## config.mk

```make
export PLATFORM = sky130hd
export DESIGN_NAME = rcpos_div
export DESIGN_NICKNAME = d
export VERILOG_FILES = /design/src/rtl/core/rcpos_pkg.sv /design/src/rtl/core/rcpos_div.sv
export SDC_FILE = /design/constraint.sdc
export NUM_CORES = 2
export LEC_CHECK = 0
export ABC_AREA = 1
export BUFFER_PORTS_ARGS = -buffer_cell sky130_fd_sc_hd__buf_2
export CORE_UTILIZATION = 35
export CTS_BUF_LIST = sky130_fd_sc_hd__clkbuf_16
export DETAILED_ROUTE_END_ITERATION = 7
export GPL_TIMING_DRIVEN = 0
export HOLD_SLACK_MARGIN = 0.1
export PLACE_DENSITY = 0.48
export SKIP_LAST_GASP = 1
export SLEW_MARGIN = 20
export SYNTH_ARGS = -nofsm -noshare
export SYNTH_HDL_FRONTEND = slang
export SYNTH_SLANG_ARGS = --single-unit
```

## constraint.sdc

```tcl
create_clock -name clk -period 8.9 [get_ports clk]
set_input_delay 0.445 -clock clk [delete_from_list [all_inputs] [get_ports clk]]
set_output_delay 0.445 -clock clk [all_outputs]
set_load 0.005 [all_outputs]
```

## src/rtl/core/rcpos_pkg.sv

```systemverilog
// ----------------------------------------------------------------------------
// rcpos_pkg
// Shared widths, register indexes, item types and the divider step for the
// row/column pixel offset and scale block.
// ----------------------------------------------------------------------------
package rcpos_pkg;

  localparam int TBL_DEPTH  = 4096;
  localparam int TBL_AW     = $clog2(TBL_DEPTH);

  localparam int PIX_W      = 16;
  localparam int COORD_W    = 16;
  localparam int IDX_W      = 12;
  localparam int VAL_W      = 17;
  localparam int ENT_W      = 18;
  localparam int SEL_W      = 17;                 // holds any index and the depth itself
  localparam int FRAC_W     = 10;
  localparam int ROUND      = 1 << (FRAC_W - 1);
  localparam int PROD_W     = ENT_W + PIX_W + 1;
  localparam int SUM_W      = ENT_W + 1;
  localparam int DIV_STAGES = COORD_W;

  localparam int MODE_W     = 2;
  localparam int MODE_COL   = 0;                  // bit: index by column
  localparam int MODE_SCALE = 1;                  // bit: gain instead of offset

  localparam int CFG_IDX_W  = 3;
  localparam int CFG_W      = 16;
  localparam logic [CFG_IDX_W-1:0] CFG_MODE       = 3'd0;
  localparam logic [CFG_IDX_W-1:0] CFG_ROI_TOP    = 3'd1;
  localparam logic [CFG_IDX_W-1:0] CFG_ROI_LEFT   = 3'd2;
  localparam logic [CFG_IDX_W-1:0] CFG_ROI_BOTTOM = 3'd3;
  localparam logic [CFG_IDX_W-1:0] CFG_ROI_RIGHT  = 3'd4;
  localparam logic [CFG_IDX_W-1:0] CFG_ROW_PITCH  = 3'd5;
  localparam logic [CFG_IDX_W-1:0] CFG_COL_PITCH  = 3'd6;

  localparam logic FUNC_LOAD  = 1'b0;
  localparam logic FUNC_PIXEL = 1'b1;

  typedef struct packed {
    logic             func;
    logic [IDX_W-1:0] entry_index;
    logic [VAL_W-1:0] entry_value;
    logic [PIX_W-1:0] pixel_in;
    logic             in_roi;
  } item_t;

  // restoring divider state: partial remainder and dividend/quotient shift word
  typedef struct packed {
    logic [COORD_W-1:0] rem;
    logic [COORD_W-1:0] dq;
  } div_t;

  function automatic div_t div_step(input div_t cur, input logic [COORD_W-1:0] pitch);
    logic [COORD_W:0] trial;
    logic [COORD_W:0] diff;
    logic             qbit;
    div_t             nxt;
    trial = {cur.rem, cur.dq[COORD_W-1]};
    diff  = trial - {1'b0, pitch};
    qbit  = (trial >= {1'b0, pitch});
    nxt.rem = qbit ? diff[COORD_W-1:0] : trial[COORD_W-1:0];
    nxt.dq  = {cur.dq[COORD_W-2:0], qbit};
    return nxt;
  endfunction

endpackage

```

## src/rtl/core/rcpos_div.sv

```systemverilog
// ----------------------------------------------------------------------------
// rcpos_div
// Pipelined restoring divider, one quotient bit per stage, row and column
// offsets side by side. Stages squeeze out bubbles under back-pressure.
// ----------------------------------------------------------------------------
module rcpos_div import rcpos_pkg::*; (
  input  logic               clk,
  input  logic               rst,
  input  logic               in_vld,
  output logic               in_rdy,
  input  item_t              in_item,
  input  logic [COORD_W-1:0] in_row,
  input  logic [COORD_W-1:0] in_col,
  input  logic [COORD_W-1:0] row_pitch,
  input  logic [COORD_W-1:0] col_pitch,
  output logic               out_vld,
  input  logic               out_rdy,
  output item_t              out_item,
  output div_t               out_row,
  output div_t               out_col
);

  logic  vld     [DIV_STAGES];
  item_t st_item [DIV_STAGES];
  div_t  st_row  [DIV_STAGES];
  div_t  st_col  [DIV_STAGES];
  div_t  row_next[DIV_STAGES];
  div_t  col_next[DIV_STAGES];
  logic  ce      [DIV_STAGES];

  always_comb begin
    ce[DIV_STAGES-1] = !vld[DIV_STAGES-1] || out_rdy;
    for (int k = DIV_STAGES - 2; k >= 0; k--) begin
      ce[k] = !vld[k] || ce[k+1];
    end
  end

  always_comb begin
    row_next[0] = div_step('{rem: '0, dq: in_row}, row_pitch);
    col_next[0] = div_step('{rem: '0, dq: in_col}, col_pitch);
    for (int k = 1; k < DIV_STAGES; k++) begin
      row_next[k] = div_step(st_row[k-1], row_pitch);
      col_next[k] = div_step(st_col[k-1], col_pitch);
    end
  end

  always_ff @(posedge clk) begin
    if (rst) begin
      for (int k = 0; k < DIV_STAGES; k++) begin
        vld[k] <= 1'b0;
      end
    end else begin
      if (ce[0]) vld[0] <= in_vld;
      for (int k = 1; k < DIV_STAGES; k++) begin
        if (ce[k]) vld[k] <= vld[k-1];
      end
    end
  end

  always_ff @(posedge clk) begin
    if (ce[0]) begin
      st_item[0] <= in_item;
      st_row[0]  <= row_next[0];
      st_col[0]  <= col_next[0];
    end
    for (int k = 1; k < DIV_STAGES; k++) begin
      if (ce[k]) begin
        st_item[k] <= st_item[k-1];
        st_row[k]  <= row_next[k];
        st_col[k]  <= col_next[k];
      end
    end
  end

  assign in_rdy   = ce[0];
  assign out_vld  = vld[DIV_STAGES-1];
  assign out_item = st_item[DIV_STAGES-1];
  assign out_row  = st_row[DIV_STAGES-1];
  assign out_col  = st_col[DIV_STAGES-1];

  // a full pipe facing a stalled consumer must refuse new work
  a_full_blocks: assert property (@(posedge clk) disable iff (rst)
    (vld[0] && vld[DIV_STAGES/2] && vld[DIV_STAGES-1] && !out_rdy && !ce[1]) |-> !in_rdy)
    else $error("divider accepted while full and stalled");

endmodule

```

==> reports/results.txt <==
CTS tree = yes
Min cycle time layout = 5.423 ns
Hold Vio Cnt, Final = 0
Clock Sinks = 1,792
Post-synth EDFFs = 1,792
Final #Nets = 8,080
Post-synthesis register bit count = 1,792
Final instance area = 97,860 um2
Register area share after synthesis = 0.6403
Crit path kind = register to output port
Final ANT Viol Nets = 0
DR iter-0 viols = 3,348
Core Box Area = 238,300 um2
Vias in the first global route = 53,080
Wire length per cell = 19.43 um
Failing checks = DRC
GRT overflow = 0
Required time of the critical path = 8.46 ns
Finished Layout Cells = 10,790
Synth-to-Final Area Change = 16.45%
Mapped Cells = 6,887
CTS buffer count = 198
Worst slew margin = 0.3167
Startpoint Class = register
Hold path cells = 5
Cts repair resizes = 0
Drt drc = 32
DR vias/cell = 4.828
Crit-path max FO = 70
Netlist cell types = 50
Placed insts = 10,330
Placed instance area = 90,390 um2
Hold_ws = 0.2222 ns
Via count = 52,070
# port buffers = 226
Clock Skew = 0.05054 ns
Worst EP arrival = 4.98 ns
Routability Congestion = 0.8679
Max Cap Violations = 0
Mapped Area = 84,040 um2
Fin crit share = 0.6094
Syn Area/Cell = 12.20 um2
All-Layer GR Usage = 0.1722
Die Y = 492.0 um
Clock Path Buffers = 3
Worst r2r path cells = 10
Initial antenna violation count = 6
Async SR Flop Fraction = 0
LEAKAGE = 42.43 nW
Die Area = 242,100 um2
Htree depth = 4
First-pass GRT wire length = 317,100 um
Post-CTS setup buffer count = 0
Largest net degree at the start of global routing = 81
Post-DP HPWL = 150,300 um
Hold Path Class = input pin to register
Synth Flop Type = edfxtp_1
Reg clk slew, reported paths = 0.06 ns
Outcome = finished, violations left
Finish-stage setup viols = 0
Final Max Slew Viols = 0
YS warnings = 0
Worst vdd ir = 0.1632 mV
IO Count = 228
Hold-fix buffers, CTS = 87
Max frequency = 184.4 MHz
Initial core utilization = 0.3527
Most frequent cells in the layout = edfxtp_1 (1,792), nand2_1 (1,336), a21oi_1 (552)
Clk_lat worst skew = 0.88 ns
Pwr dens = 267.4 nW/um2
DRT Pass-1 Iters = 8
RSZ-0062 raised after global routing = no
Worst setup EP type = output port
Syn nets = 7,516
CTS Root Cell = clkbuf_16
Num rows = 179
Layout cells sized above 1 = 0.1299
DRT Wirelength = 209,600 um
Most common cell after layout, fill and taps aside = edfxtp_1
Least-Margin Pin Slew = 1.025 ns
Horiz. Die Dim = 492.0 um
==> cell type report <==
type / count / area [um2]
inverter: 503 / 1936
multi-input combinational: 4370 / 26720
clock buffer: 199 / 4980
fill: 22580 / 140400
clock inverter: 166 / 1615
timing repair buffer: 364 / 3158
tap: 3167 / 3963
sequential: 1792 / 53810
antenna: 2 / 5.005
buffer: 222 / 1678
==> per-layer routing <==
metal / GRT usage / part of all wire
met5: 0 / 0
met4: 0.05148 / 0.026
met3: 0.02335 / 0.038
met2: 0.2925 / 0.48
met1: 0.2279 / 0.46
==> power by group <==
part / internal (mW) / switching [mW]
registers: 10.6 / 0.504
logic: 2.69 / 4.21
clock network: 4.68 / 3.45
==> sequential cells by signal (all words and copies together), names as in the netlist <==
signal and flops:
st_item 752, st_col 512, vld 16, st_row 512
==> cell usage after synthesis (all sizes together) (73+ instances only) <==
cell | count | area share
edfxtp | 1792 | 0.64
nand2 | 1389 | 0.066
a21oi | 553 | 0.033
inv | 500 | 0.022
ha | 484 | 0.072
nand3 | 431 | 0.027
nor2 | 428 | 0.020
o21ai | 251 | 0.016
buf | 210 | 0.019
xnor2 | 186 | 0.019
xor2 | 186 | 0.019
nand4 | 73 | 0.0061
==> worst max-delay path, cell delays in order, from the launching register on <==
cell and delay, ns:
edfxtp_1 0.54, nand4_4 0.40, nor2_4 0.34, nand4_4 0.22, nor2_4 0.29, nand4_4 0.26
nor2_4 0.20, nand4_4 0.52, nor2_4 0.40, inv_8 0.20, buf_16 0.24, buf_2 0.27
==> through the flow <==
step / setup TNS, ns / setup slack [ns] / utilization / power (mW)
floorplan: 0 / 0.4226 / - / 16.12
global placement: -4403.14 / -6.129 / 0.3740 / 18.15
detailed placement: 0 / 4.086 / 0.3793 / 18.17
CTS: 0 / 3.280 / 0.4107 / 26.50
global route: 0 / 3.083 / 0.4107 / 27.70
finish: 0 / 3.477 / 0.4107 / 26.17
==> worst paths after layout <==
kind,slack [ns],endpoint,start
worst max-delay path,3.48,in_rdy,vld[1][7]
worst min-delay path,0.22,st_col[0][25],col_pitch[2]
worst max register to register,4.59,st_row[0][3],vld[1][7]
worst min register to register,0.39,st_item[1][190],st_item[1][143]
==> kinds of logic (layout without fill, tap and decap cells) <==
kind of cell | after synthesis | count (layout) | synth area share
buffers and inverters | 725 | 1454 | 0.04243
adders and majority gates | 514 | 514 | 0.07921
and+or+nand+nor | 2441 | 2441 | 0.1268
xor gates and xnor gates | 372 | 372 | 0.03877
DFF | 1792 | 1792 | 0.6403
AOI/OAI and AO/OA | 1043 | 1043 | 0.07251
other | 0 | 2 | 0
Note: power is estimated with default switching activity, not from simulation.
